File: config.mk
export PLATFORM = sky130hd
export DESIGN_NAME = button_event_detector
export DESIGN_NICKNAME = d
export VERILOG_FILES = /design/src/bed_pkg.sv /design/src/button_event_detector.sv
export SDC_FILE = /design/constraint.sdc
export NUM_CORES = 2
export LEC_CHECK = 0
export BUFFER_PORTS_ARGS = -buffer_cell sky130_fd_sc_hd__buf_2
export CAP_MARGIN = 20
export CELL_PAD_IN_SITES_DETAIL_PLACEMENT = 0
export CELL_PAD_IN_SITES_GLOBAL_PLACEMENT = 1
export CORE_MARGIN = 1.5
export CORE_UTILIZATION = 51
export DETAILED_ROUTE_END_ITERATION = 8
export PLACE_DENSITY_LB_ADDON = 0.25
export REMOVE_ABC_BUFFERS = 1
export SYNTH_ARGS = -nofsm -noshare
export SYNTH_HDL_FRONTEND = slang
export SYNTH_SLANG_ARGS = --single-unit
File: constraint.sdc
create_clock -name clock -period 11.03 [get_ports clock]
set_input_delay 0.5515 -clock clock [delete_from_list [all_inputs] [get_ports clock]]
set_output_delay 0.5515 -clock clock [all_outputs]
set_load 0.01 [all_outputs]
File: src/bed_pkg.sv
// shared constants for the button event detector
`timescale 1ns / 1ps
`default_nettype none

package bed_pkg;

   // build-time defaults
   localparam int NUM_BUTTONS_DEFAULT = 3;
   localparam int TIME_BITS_DEFAULT   = 48;

   // configuration register indexes and reset values
   localparam int          CSR_ADDR_W           = 1;
   localparam int          CSR_DATA_W           = 24;
   localparam logic [CSR_ADDR_W-1:0] REG_LOCKOUT        = 1'd0;
   localparam logic [CSR_ADDR_W-1:0] REG_HOLD_THRESHOLD = 1'd1;
   localparam logic [23:0] LOCKOUT_RESET        = 24'd200000;
   localparam logic [15:0] HOLD_THRESHOLD_RESET = 16'd1000;

   // action codes of an item
   localparam logic [1:0] ACT_PRESSED  = 2'd0;
   localparam logic [1:0] ACT_RELEASED = 2'd1;
   localparam logic [1:0] ACT_HELD     = 2'd2;

   // microseconds to milliseconds: x / 1000 = (x >> 3) / 125
   // ms saturates once elapsed reaches 1000 * 2^32 us
   localparam int          HOLD_SAT_W   = 42;
   localparam logic [41:0] HOLD_SAT_US  = 42'd4294967296000;
   localparam int          DIV_IN_W     = 39;
   localparam int          DIV_SHIFT    = 46;
   localparam logic [39:0] DIV125_MAGIC = 40'd562949953422;

   // result item width, padded to whole bytes
   localparam int RSP_DATA_W = 40;

endpackage

`default_nettype wire

File: src/button_event_detector.sv
// button press, release and hold detector with per-button state
`timescale 1ns / 1ps
`default_nettype none

// Items pass the input, stage 1, stage 2 and result registers. Throughput: one item
// per cycle unless rsp_tready stalls; the per-button read-modify-write of the
// pressed flag and press time (one subtract and compare) sits in the first stage,
// and the divide by 1000 is a split reciprocal multiply in the two stages after it.
// Reset (synchronous): empties the pipeline, clears every button's flag and press
// time and loads the lockout and hold threshold registers with their defaults.
module button_event_detector #(
   parameter int NUM_BUTTONS = bed_pkg::NUM_BUTTONS_DEFAULT,
   parameter int TIME_BITS   = bed_pkg::TIME_BITS_DEFAULT
) (
   input  wire                                   clock,
   input  wire                                   reset,
   // configuration writes
   input  wire                                   csr_we,
   input  wire  [bed_pkg::CSR_ADDR_W-1:0]        csr_addr,
   input  wire  [bed_pkg::CSR_DATA_W-1:0]        csr_wdata,
   // poll items
   input  wire                                   req_tvalid,
   output logic                                  req_tready,
   // button_index[1:0], level, now_us[TIME_BITS-1:0], action[1:0], zero pad
   input  wire  [((TIME_BITS+12)/8)*8-1:0]       req_tdata,
   // result items
   output logic                                  rsp_tvalid,
   input  wire                                   rsp_tready,
   // event_hit, hold_ms[31:0], zero pad
   output logic [bed_pkg::RSP_DATA_W-1:0]        rsp_tdata
);

   localparam int EXT_W = (TIME_BITS > bed_pkg::HOLD_SAT_W) ? TIME_BITS : bed_pkg::HOLD_SAT_W;
   localparam int Y_LO  = 20;
   localparam int Y_HI  = bed_pkg::DIV_IN_W - Y_LO;
   localparam int M_LO  = 20;
   localparam int M_HI  = 40 - M_LO;
   localparam int P_W   = 80;
   localparam logic [M_LO-1:0] MAGIC_LO = bed_pkg::DIV125_MAGIC[M_LO-1:0];
   localparam logic [M_HI-1:0] MAGIC_HI = bed_pkg::DIV125_MAGIC[39:M_LO];

   // configuration registers
   logic [23:0] lockout_ff;
   logic [15:0] threshold_ff;

   // per-button state
   logic [NUM_BUTTONS-1:0] press_flag_ff;
   logic [TIME_BITS-1:0]   press_time_ff [NUM_BUTTONS];

   // stage 0: input register
   logic                 s0_valid_ff;
   logic [1:0]           s0_idx_ff;
   logic                 s0_level_ff;
   logic [TIME_BITS-1:0] s0_now_ff;
   logic [1:0]           s0_action_ff;

   // stage 1: state updated, elapsed time ready
   logic                         s1_valid_ff;
   logic                         s1_event_ff;
   logic                         s1_held_chk_ff;
   logic                         s1_pressed_ff;
   logic                         s1_sat_ff;
   logic [bed_pkg::DIV_IN_W-1:0] s1_y_ff;

   // stage 2: partial products of the reciprocal multiply
   logic                 s2_valid_ff;
   logic                 s2_event_ff;
   logic                 s2_held_chk_ff;
   logic                 s2_pressed_ff;
   logic                 s2_sat_ff;
   logic [Y_LO+M_LO-1:0] s2_p_ll_ff;
   logic [Y_LO+M_HI-1:0] s2_p_lh_ff;
   logic [Y_HI+M_LO-1:0] s2_p_hl_ff;
   logic [Y_HI+M_HI-1:0] s2_p_hh_ff;

   // result register
   logic        rsp_valid_ff;
   logic        rsp_event_ff;
   logic [31:0] rsp_hold_ff;

   // stage load enables, bubbles collapse
   logic ld_s0, ld_s1, ld_s2, ld_rsp;

   // stage 0 logic
   logic [NUM_BUTTONS-1:0] hit;
   logic                   in_range;
   logic                   cur_flag;
   logic [TIME_BITS-1:0]   cur_time;
   logic [TIME_BITS-1:0]   elapsed_old;
   logic [TIME_BITS-1:0]   elapsed_hold;
   logic [EXT_W-1:0]       elapsed_ext;
   logic                   do_press;
   logic                   do_release;
   logic                   flag_in;
   logic [TIME_BITS-1:0]   time_in;
   logic                   s1_event_in;
   logic                   s1_held_chk_in;
   logic                   s1_pressed_in;

   // final stage logic
   logic [P_W-1:0] product;
   logic [31:0]    ms;
   logic [31:0]    rsp_hold_in;
   logic           rsp_event_in;

   assign ld_rsp     = !rsp_valid_ff || rsp_tready;
   assign ld_s2      = !s2_valid_ff || ld_rsp;
   assign ld_s1      = !s1_valid_ff || ld_s2;
   assign ld_s0      = !s0_valid_ff || ld_s1;
   assign req_tready = ld_s0;

   // configuration writes
   always_ff @(posedge clock) begin
      if (reset) begin
         lockout_ff   <= bed_pkg::LOCKOUT_RESET;
         threshold_ff <= bed_pkg::HOLD_THRESHOLD_RESET;
      end else if (csr_we) begin
         unique case (csr_addr)
            bed_pkg::REG_LOCKOUT:        lockout_ff   <= csr_wdata[23:0];
            bed_pkg::REG_HOLD_THRESHOLD: threshold_ff <= csr_wdata[15:0];
            default: ;
         endcase
      end
   end

   // input register
   always_ff @(posedge clock) begin
      if (reset) begin
         s0_valid_ff <= 1'b0;
      end else if (ld_s0) begin
         s0_valid_ff <= req_tvalid;
      end
      if (ld_s0) begin
         s0_idx_ff    <= req_tdata[1:0];
         s0_level_ff  <= req_tdata[2];
         s0_now_ff    <= req_tdata[TIME_BITS+2:3];
         s0_action_ff <= req_tdata[TIME_BITS+4:TIME_BITS+3];
      end
   end

   // select the polled button's state
   always_comb begin
      cur_flag = 1'b0;
      cur_time = '0;
      for (int b = 0; b < NUM_BUTTONS; b++) begin
         hit[b]   = (32'(s0_idx_ff) == b);
         cur_flag = cur_flag | (hit[b] & press_flag_ff[b]);
         cur_time = cur_time | (hit[b] ? press_time_ff[b] : '0);
      end
      in_range = |hit;
   end

   // press / release decision and elapsed time
   always_comb begin
      elapsed_old  = (s0_now_ff > cur_time) ? (s0_now_ff - cur_time) : '0;
      do_press     = s0_level_ff && !cur_flag
                     && (elapsed_old > TIME_BITS'(lockout_ff));
      do_release   = !s0_level_ff && cur_flag;
      flag_in      = do_press ? 1'b1 : (do_release ? 1'b0 : cur_flag);
      time_in      = do_press ? s0_now_ff : cur_time;
      // a fresh press starts at zero hold time
      elapsed_hold = do_press ? '0 : elapsed_old;
      elapsed_ext  = EXT_W'(elapsed_hold);

      s1_event_in    = in_range && ((do_press && (s0_action_ff == bed_pkg::ACT_PRESSED))
                       || (do_release && (s0_action_ff == bed_pkg::ACT_RELEASED)));
      s1_pressed_in  = in_range && flag_in;
      s1_held_chk_in = s1_pressed_in && (s0_action_ff == bed_pkg::ACT_HELD);
   end

   // per-button state update, once per item leaving stage 0
   always_ff @(posedge clock) begin
      if (reset) begin
         press_flag_ff <= '0;
         for (int b = 0; b < NUM_BUTTONS; b++) begin
            press_time_ff[b] <= '0;
         end
      end else if (s0_valid_ff && ld_s1) begin
         for (int b = 0; b < NUM_BUTTONS; b++) begin
            if (hit[b]) begin
               press_flag_ff[b] <= flag_in;
               press_time_ff[b] <= time_in;
            end
         end
      end
   end

   // stage 1 register
   always_ff @(posedge clock) begin
      if (reset) begin
         s1_valid_ff <= 1'b0;
      end else if (ld_s1) begin
         s1_valid_ff <= s0_valid_ff;
      end
      if (ld_s1) begin
         s1_event_ff    <= s1_event_in;
         s1_held_chk_ff <= s1_held_chk_in;
         s1_pressed_ff  <= s1_pressed_in;
         s1_sat_ff      <= (elapsed_ext >= EXT_W'(bed_pkg::HOLD_SAT_US));
         s1_y_ff        <= elapsed_ext[bed_pkg::HOLD_SAT_W-1:3];
      end
   end

   // stage 2: partial products of y times the reciprocal of 125
   always_ff @(posedge clock) begin
      if (reset) begin
         s2_valid_ff <= 1'b0;
      end else if (ld_s2) begin
         s2_valid_ff <= s1_valid_ff;
      end
      if (ld_s2) begin
         s2_event_ff    <= s1_event_ff;
         s2_held_chk_ff <= s1_held_chk_ff;
         s2_pressed_ff  <= s1_pressed_ff;
         s2_sat_ff      <= s1_sat_ff;
         s2_p_ll_ff     <= (Y_LO+M_LO)'(s1_y_ff[Y_LO-1:0]) * (Y_LO+M_LO)'(MAGIC_LO);
         s2_p_lh_ff     <= (Y_LO+M_HI)'(s1_y_ff[Y_LO-1:0]) * (Y_LO+M_HI)'(MAGIC_HI);
         s2_p_hl_ff     <= (Y_HI+M_LO)'(s1_y_ff[bed_pkg::DIV_IN_W-1:Y_LO])
                           * (Y_HI+M_LO)'(MAGIC_LO);
         s2_p_hh_ff     <= (Y_HI+M_HI)'(s1_y_ff[bed_pkg::DIV_IN_W-1:Y_LO])
                           * (Y_HI+M_HI)'(MAGIC_HI);
      end
   end

   // sum products, saturate and check the hold threshold
   always_comb begin
      product      = P_W'(s2_p_ll_ff)
                     + (P_W'(s2_p_lh_ff) << Y_LO)
                     + (P_W'(s2_p_hl_ff) << M_LO)
                     + (P_W'(s2_p_hh_ff) << (Y_LO + M_LO));
      ms           = s2_sat_ff ? '1 : product[bed_pkg::DIV_SHIFT+31:bed_pkg::DIV_SHIFT];
      rsp_hold_in  = s2_pressed_ff ? ms : '0;
      rsp_event_in = s2_event_ff || (s2_held_chk_ff && (ms > 32'(threshold_ff)));
   end

   // result register
   always_ff @(posedge clock) begin
      if (reset) begin
         rsp_valid_ff <= 1'b0;
      end else if (ld_rsp) begin
         rsp_valid_ff <= s2_valid_ff;
      end
      if (ld_rsp) begin
         rsp_event_ff <= rsp_event_in;
         rsp_hold_ff  <= rsp_hold_in;
      end
   end

   assign rsp_tvalid = rsp_valid_ff;
   assign rsp_tdata  = {(bed_pkg::RSP_DATA_W-33)'(0), rsp_hold_ff, rsp_event_ff};

   // ready only drops when every stage holds an item
   a_stall_only_when_full: assert property (@(posedge clock) disable iff (reset)
      !req_tready |-> (s0_valid_ff && s1_valid_ff && s2_valid_ff && rsp_valid_ff))
      else $error("input stalled with a bubble in the pipeline");

   // a taken press on a real button sets exactly one more pressed flag
   a_press_sets_flag: assert property (@(posedge clock) disable iff (reset)
      (s0_valid_ff && ld_s1 && do_press && in_range)
      |=> ($countones(press_flag_ff) == $past($countones(press_flag_ff)) + 1))
      else $error("press did not set the button flag");

   // reset leaves no button pressed
   a_reset_clears_flags: assert property (@(posedge clock)
      reset |=> (press_flag_ff == '0))
      else $error("pressed flags not cleared by reset");

   // a hold check is only carried for a pressed button
   a_held_needs_pressed: assert property (@(posedge clock) disable iff (reset)
      (s1_valid_ff && s1_held_chk_ff) |-> s1_pressed_ff)
      else $error("hold check on a released button");

endmodule

`default_nettype wire
### Yosys cells after proc, flatten, opt, wreduce, memory -nomap -nowiden

Memories as Yosys holds them, arrays and structs flattened.
Cells that the tools add are included.

* equality and inequality tests: 4
* reduce and logical (&&, ||, !) cells: 30
* magnitude comparators: 4
* $mul: 4
* muxes and demuxes: 26
* $add $sub $neg: 4
* shift-type cells: 0
* div/mod/pow operators: 0
* bitwise operators: 11

Operators with widths (count)
* two-way mux 48 bit: 9
* bitwise OR 48 bit: 2
* adder 62 x 78 -> 78 bit: 1
* multiplier 20 x 19 -> 39 bit (second input constant): 2
* adder 61 x 59 -> 62 bit: 1
* adder 40 x 60 -> 61 bit: 1
* >= comparator 48 x 42 -> 1 bit (second input constant): 1
* > comparator 48 x 24 -> 1 bit: 1
* > comparator 48 bit: 1
* subtractor 48 bit: 1
* multiplier 19 x 19 -> 38 bit (second input constant): 1
* multiplier 19 x 19 -> 37 bit (second input constant): 1
* > comparator 32 x 16 -> 1 bit: 1
* two-way mux 32 bit: 1
* two-way mux 1 bit: 16
* logical AND 1 bit: 10
* AND reduction 2 bit: 5
* zero test 1 bit: 6
* logical OR 1 bit: 6
* bitwise OR 1 bit: 5
* equality test 2 x 1 -> 1 bit (second input constant): 2
* equality test 2 bit (second input constant): 2
* zero test 2 bit: 2
* bitwise AND 1 bit: 3
* 2 further kinds: 2

* input port bits: 86
* memories: 1
* output and inout bits: 42
* latch bits: 0
* RAM bits: 144
* register bits: 333
* word-level logic and storage cells: 112
* memory bits (read-only): 0

Memory list
* press_time_ff: words 3, width 48, rd ports 3, clocked after memory_dff 0, write ports 3, RTL line button_event_detector.sv:48 `logic [TIME_BITS-1:0] press_time_ff [NUM_BUTTONS];`

### Depth between registers and ports, before layout

* word-level depth: 11
* mapped depth: 34
* gate-level depth less buffers: 28

### Worst setup path after synthesis

OpenSTA, ideal clock, no wires.

* path kind: register to register
* from: reg s0_idx_ff[0]
* to: mem press_time_ff[0][132] (netlist name) (data pin)
* required time: 10.742 ns
* clock period less this slack: 7.340 ns
* buffers on the path: 6
* data arrival time: 7.053 ns
* cell stages (with the launch flop): 34
* setup time: 0.288 ns
* setup slack: 3.690 ns
* path through: edfxtp_1 -> clkbuf_1 -> clkbuf_1 -> mux2i_1 -> nor2_1 -> a21oi_1 -> ha_1 -> a21o_1 -> a21o_1 -> a21oi_1 -> nor2_1 -> a211oi_1 -> nand2_1 -> a21oi_1 -> o21ai_0 -> a21oi_1 -> clkbuf_1 -> buf_1 -> nor2_1 -> ha_1 -> nor2b_1 -> o21a_1 -> o21ai_0 -> a21oi_1 -> o31ai_1 -> a21o_1 -> o221a_2 -> nand4_1 -> or4_4 -> o31ai_4 -> a21o_2 -> buf_4 -> buf_6 -> a211oi_2

RTL lines
* start, declared: RTL line button_event_detector.sv:52 `logic [1:0] s0_idx_ff;`
* start signal, assigned: RTL line button_event_detector.sv:134 `s0_idx_ff <= req_tdata[1:0];`
* end, declared: RTL line button_event_detector.sv:48

### Worst setup path in the final report

* from: reg s0_idx_ff[0]
* to: reg s1_y_ff[22] (netlist name) (data pin)

* longest elaborated chain between the ends: 9
* elaborated cells on any way between the ends: 21

Ends and longest elaborated chain
* equality test 2 x 1 -> 1 bit / zero test 2 bit (equally long branches): RTL line button_event_detector.sv:146 `hit[b] = (32'(s0_idx_ff) == b);`
* two-way mux 48 bit: RTL line button_event_detector.sv:148 `cur_time = cur_time | (hit[b] ? press_time_ff[b] : '0);`
* bitwise OR 48 bit (2 in a row): RTL line button_event_detector.sv:148
* subtractor 48 bit / > comparator 48 bit (equally long branches): RTL line button_event_detector.sv:155 `elapsed_old = (s0_now_ff > cur_time) ? (s0_now_ff - cur_time) : '0;`
* two-way mux 48 bit: RTL line button_event_detector.sv:155
* > comparator 48 x 24 -> 1 bit: RTL line button_event_detector.sv:157 `&& (elapsed_old > TIME_BITS'(lockout_ff));`
* logical AND 1 bit: RTL line button_event_detector.sv:157
* two-way mux 48 bit (*): RTL line button_event_detector.sv:162 `elapsed_hold = do_press ? '0 : elapsed_old;`
* net elapsed_ext[25]: RTL line button_event_detector.sv:91 `logic [EXT_W-1:0] elapsed_ext;`
* end signal, assigned: RTL line button_event_detector.sv:200 `s1_y_ff <= elapsed_ext[bed_pkg::HOLD_SAT_W-1:3];`
* end, declared: RTL line button_event_detector.sv:63 `logic [bed_pkg::DIV_IN_W-1:0] s1_y_ff;`

The timed path passes the listed nets; every way through them passes the cells marked *.
A chain may end at the register's enable or synchronous reset.

==> impl_metrics.csv <==
group,metric,value,unit
status,status,"finished, final reports clean",
yosys,synth-edff-count,408,
cts,numClockSinks,455,
place,gp_congestion,0.9835,
yosys,async_flop_share,0,
floorplanning,die_area,88570,um2
yosys,yosysMostFrequentCell,"ha_1",
timing,worstMarginPinSlew,1.056,ns
floorplanning,start_util,0.5174,
yosys,yosysTopAreaCell,"edfxtp_1",
detailed_routing,drtPass1Iterations,5,
grt,grt_pass1_wl,174300,um
detailed_routing,drc,0,
critical_path,critical_path_class,"reg2reg",
hold_path,hold_path.startpoint,"req_tdata[21]",
critical_path,cp_max_fo,49,
cts,ctsResizeCount,0,
floorplanning,core.rowCount,107,
yosys,synth_cell_types,79,
grt,track_usage,0.2544,
yosys,yosysSeqAreaShare,0.2980,
grt,grt_start_max_net_pins,92,
cts,clock_path_buffers,3,
critical_path,critical_path.reg2reg.startpoint,"s0_idx_ff[0]",
critical_path,cp_slowest_cell,"buf_4",
cts,clock_latency,0.62,ns
floorplanning,die_h,297.6,um
timing,fin_crit,9.147,ns
timing,min_period_over_period,0.8293,
flow_run,cap_violations,0,
timing,fin_skew,0.03052,ns
yosys,post_synth_most_frequent_cells,"ha_1, inv_1, fa_1, edfxtp_1, a21oi_1",
yosys,yosysTopAreaCellShare,0.2768,
critical_path,end_kind,"register",
cells_and_area,diodes,0,
place,io_buffers,117,
yosys,synth-seq-cells,455,
cts,cts_tree,"done",
yosys,synth_warnings,0,
floorplanning,io_pins,128,
yosys,netlist_area,44260,um2
cts,post_cts_buffers,0,
timing,finalSetupViolCount,0,
grt,grt-ovfl-total,0,
place,dp_cells,5247,
grt,grt_antenna_before_repair,2,
cts,cts_made_buffers,49,
critical_path,critPathLaunch,"s0_idx_ff[0]",
cells_and_area,fin_nets,5352,
yosys,synthTopCellsByArea,"edfxtp_1, fa_1, ha_1, inv_1, a21oi_1",
critical_path,path_common_cell,"a21o_1",
detailed_routing,wirelength,110100,um
grt,grt_pass1_vias,30720,
timing,clock.fmax,109.3,MHz
cts,htree_levels,2,
yosys,synthFlopType,"edfxtp_1",
timing,slew_headroom,0.2962,
cts,clkTransAtPathRegs,0.06,ns
detailed_routing,ant_nets,0,
timing,final_hold_viol_count,0,
cells_and_area,fin_cells,5340,
yosys,synthCells,4043,
cts,cts_root_buffer,"clkbuf_16",
cts,postCtsHoldBufs,0,
detailed_routing,dr.first_iter.drc_count,2003,
hold_path,hp-class,"in2reg",
critical_path,critPathMaxStageDelay,0.56,ns
critical_path,crit_arrival,9.55,ns
detailed_routing,via_count,29850,
cells_and_area,layout-drive-gt1-share,0.06792,
yosys,avgSynthCellArea,10.95,um2
cells_and_area,area_delta_synth_final,7.960,%
critical_path,worstPathRequired,11.43,ns
critical_path,reg2reg_slack,1.88,ns
place,dpl.hpwl,88080,um
floorplanning,coreArea,85550,um2
critical_path,start_kind,"register",
timing,rsz0062_at_grt,"false",
detailed_routing,viasPerCell,5.590,
detailed_routing,wl_per_cell,20.61,um
timing,slew_viol_final,0,
floorplanning,floorplan.die.width,297.6,um
[cell families after synthesis]
logic type                 after synthesis  synth area share
DFF                                    455            0.2980
adders and majority gates             1110            0.3914
and+or+nand+nor                        751           0.08313
AOI/OAI and AO/OA                      787            0.1191
xor gates and xnor gates               164           0.03245
buffers and inverters                  717           0.06261
muxes                                   58           0.01312
other                                    1        0.00008472
[routing by layer]
| metal | part of all wire | global-route usage | routed length, um |
|---|---|---|---|
| met3 | 0.050 | 0.02951 | 5449 |
| met4 | 0.029 | 0.07459 | 3213 |
| met5 | 0 | 0 | 0 |
| met2 | 0.46 | 0.4124 | 51070 |
| met1 | 0.46 | 0.3599 | 50340 |
[worst max-delay path, delay by kind of cell (launching register included)]
kind / cells / cell delay (ns)
flip-flops: 1 / 0.39
adder cells (fa/ha/maj): 2 / 0.62
buffers and inverters: 3 / 1.59
multiplexers: 1 / 0.26
AND/OR/NAND/NOR: 7 / 1.51
AO/OA/AOI/OAI: 16 / 4.41
[worst paths after layout]
| kind | end | depth (start not counted) |
|---|---|---|
| worst min-delay path | s0_now_ff[18] | 1 |
| worst min register to register | s2_sat_ff | 0 |
| worst max-delay path | s1_y_ff[22] | 29 |
| worst max register to register | s1_y_ff[22] | 29 |
[final cells by class]
class,instances,area [um2]
clock buffers,63,1309
clock inverters,28,249.0
fillers,7506,37760
inverters,617,2316
multi-input cells,2877,28370
flip-flops and latches,455,13190
well taps,1144,1431
repair buffers,156,914.6
[layout by cell type (no fill, tap or decap), drive strengths merged, types with 10 or more instances in the layout]
master,instances
a211oi,111
a21boi,17
a21o,86
a21oi,254
a31oi,19
and2,60
and3,37
and4,12
buf,156
clkbuf,63
clkinv,22
dfxtp,47
edfxtp,408
fa,458
ha,652
inv,620
mux2i,58
nand2,200
nand2b,28
nand3,39
nand4,34
nor2,193
nor2b,32
nor3,49
nor3b,11
nor4,12
o2111ai,10
o211ai,22
o21a,46
o21ai,108
o21bai,29
o31ai,12
or3,22
xnor2,124
xor2,40
[stage by stage]
stage / setup TNS (ns) / instance area (um2) / util / hold WS [ns] / worst slack, ns
floorplan: -222.87 / 43830 / - / 0.4003 / -1.338
global placement: 0 / 46190 / 0.5399 / 0.4018 / 2.088
detailed placement: 0 / 46190 / 0.5399 / 0.4075 / 1.960
CTS: 0 / 47750 / 0.5581 / 0.06954 / 1.903
global route: 0 / 47790 / 0.5586 / 0.07912 / 1.353
finish: 0 / 47790 / 0.5586 / 0.1004 / 1.883
[flip-flops by register name, summed over array words and instances (netlist names), 2 cells and up]
name,cells
s2_p_hl_ff,36
lockout_ff,24
s2_p_hh_ff,37
s0_idx_ff,2
press_time_ff,144
rsp_hold_ff,32
s1_y_ff,39
s2_p_ll_ff,19
threshold_ff,16
s2_p_lh_ff,39
press_flag_ff,3
s0_now_ff,48
s0_action_ff,2
Power is left out: the tool's default activity adds up to more than one toggle a clock period on the data nets, which glitch-free logic cannot reach.
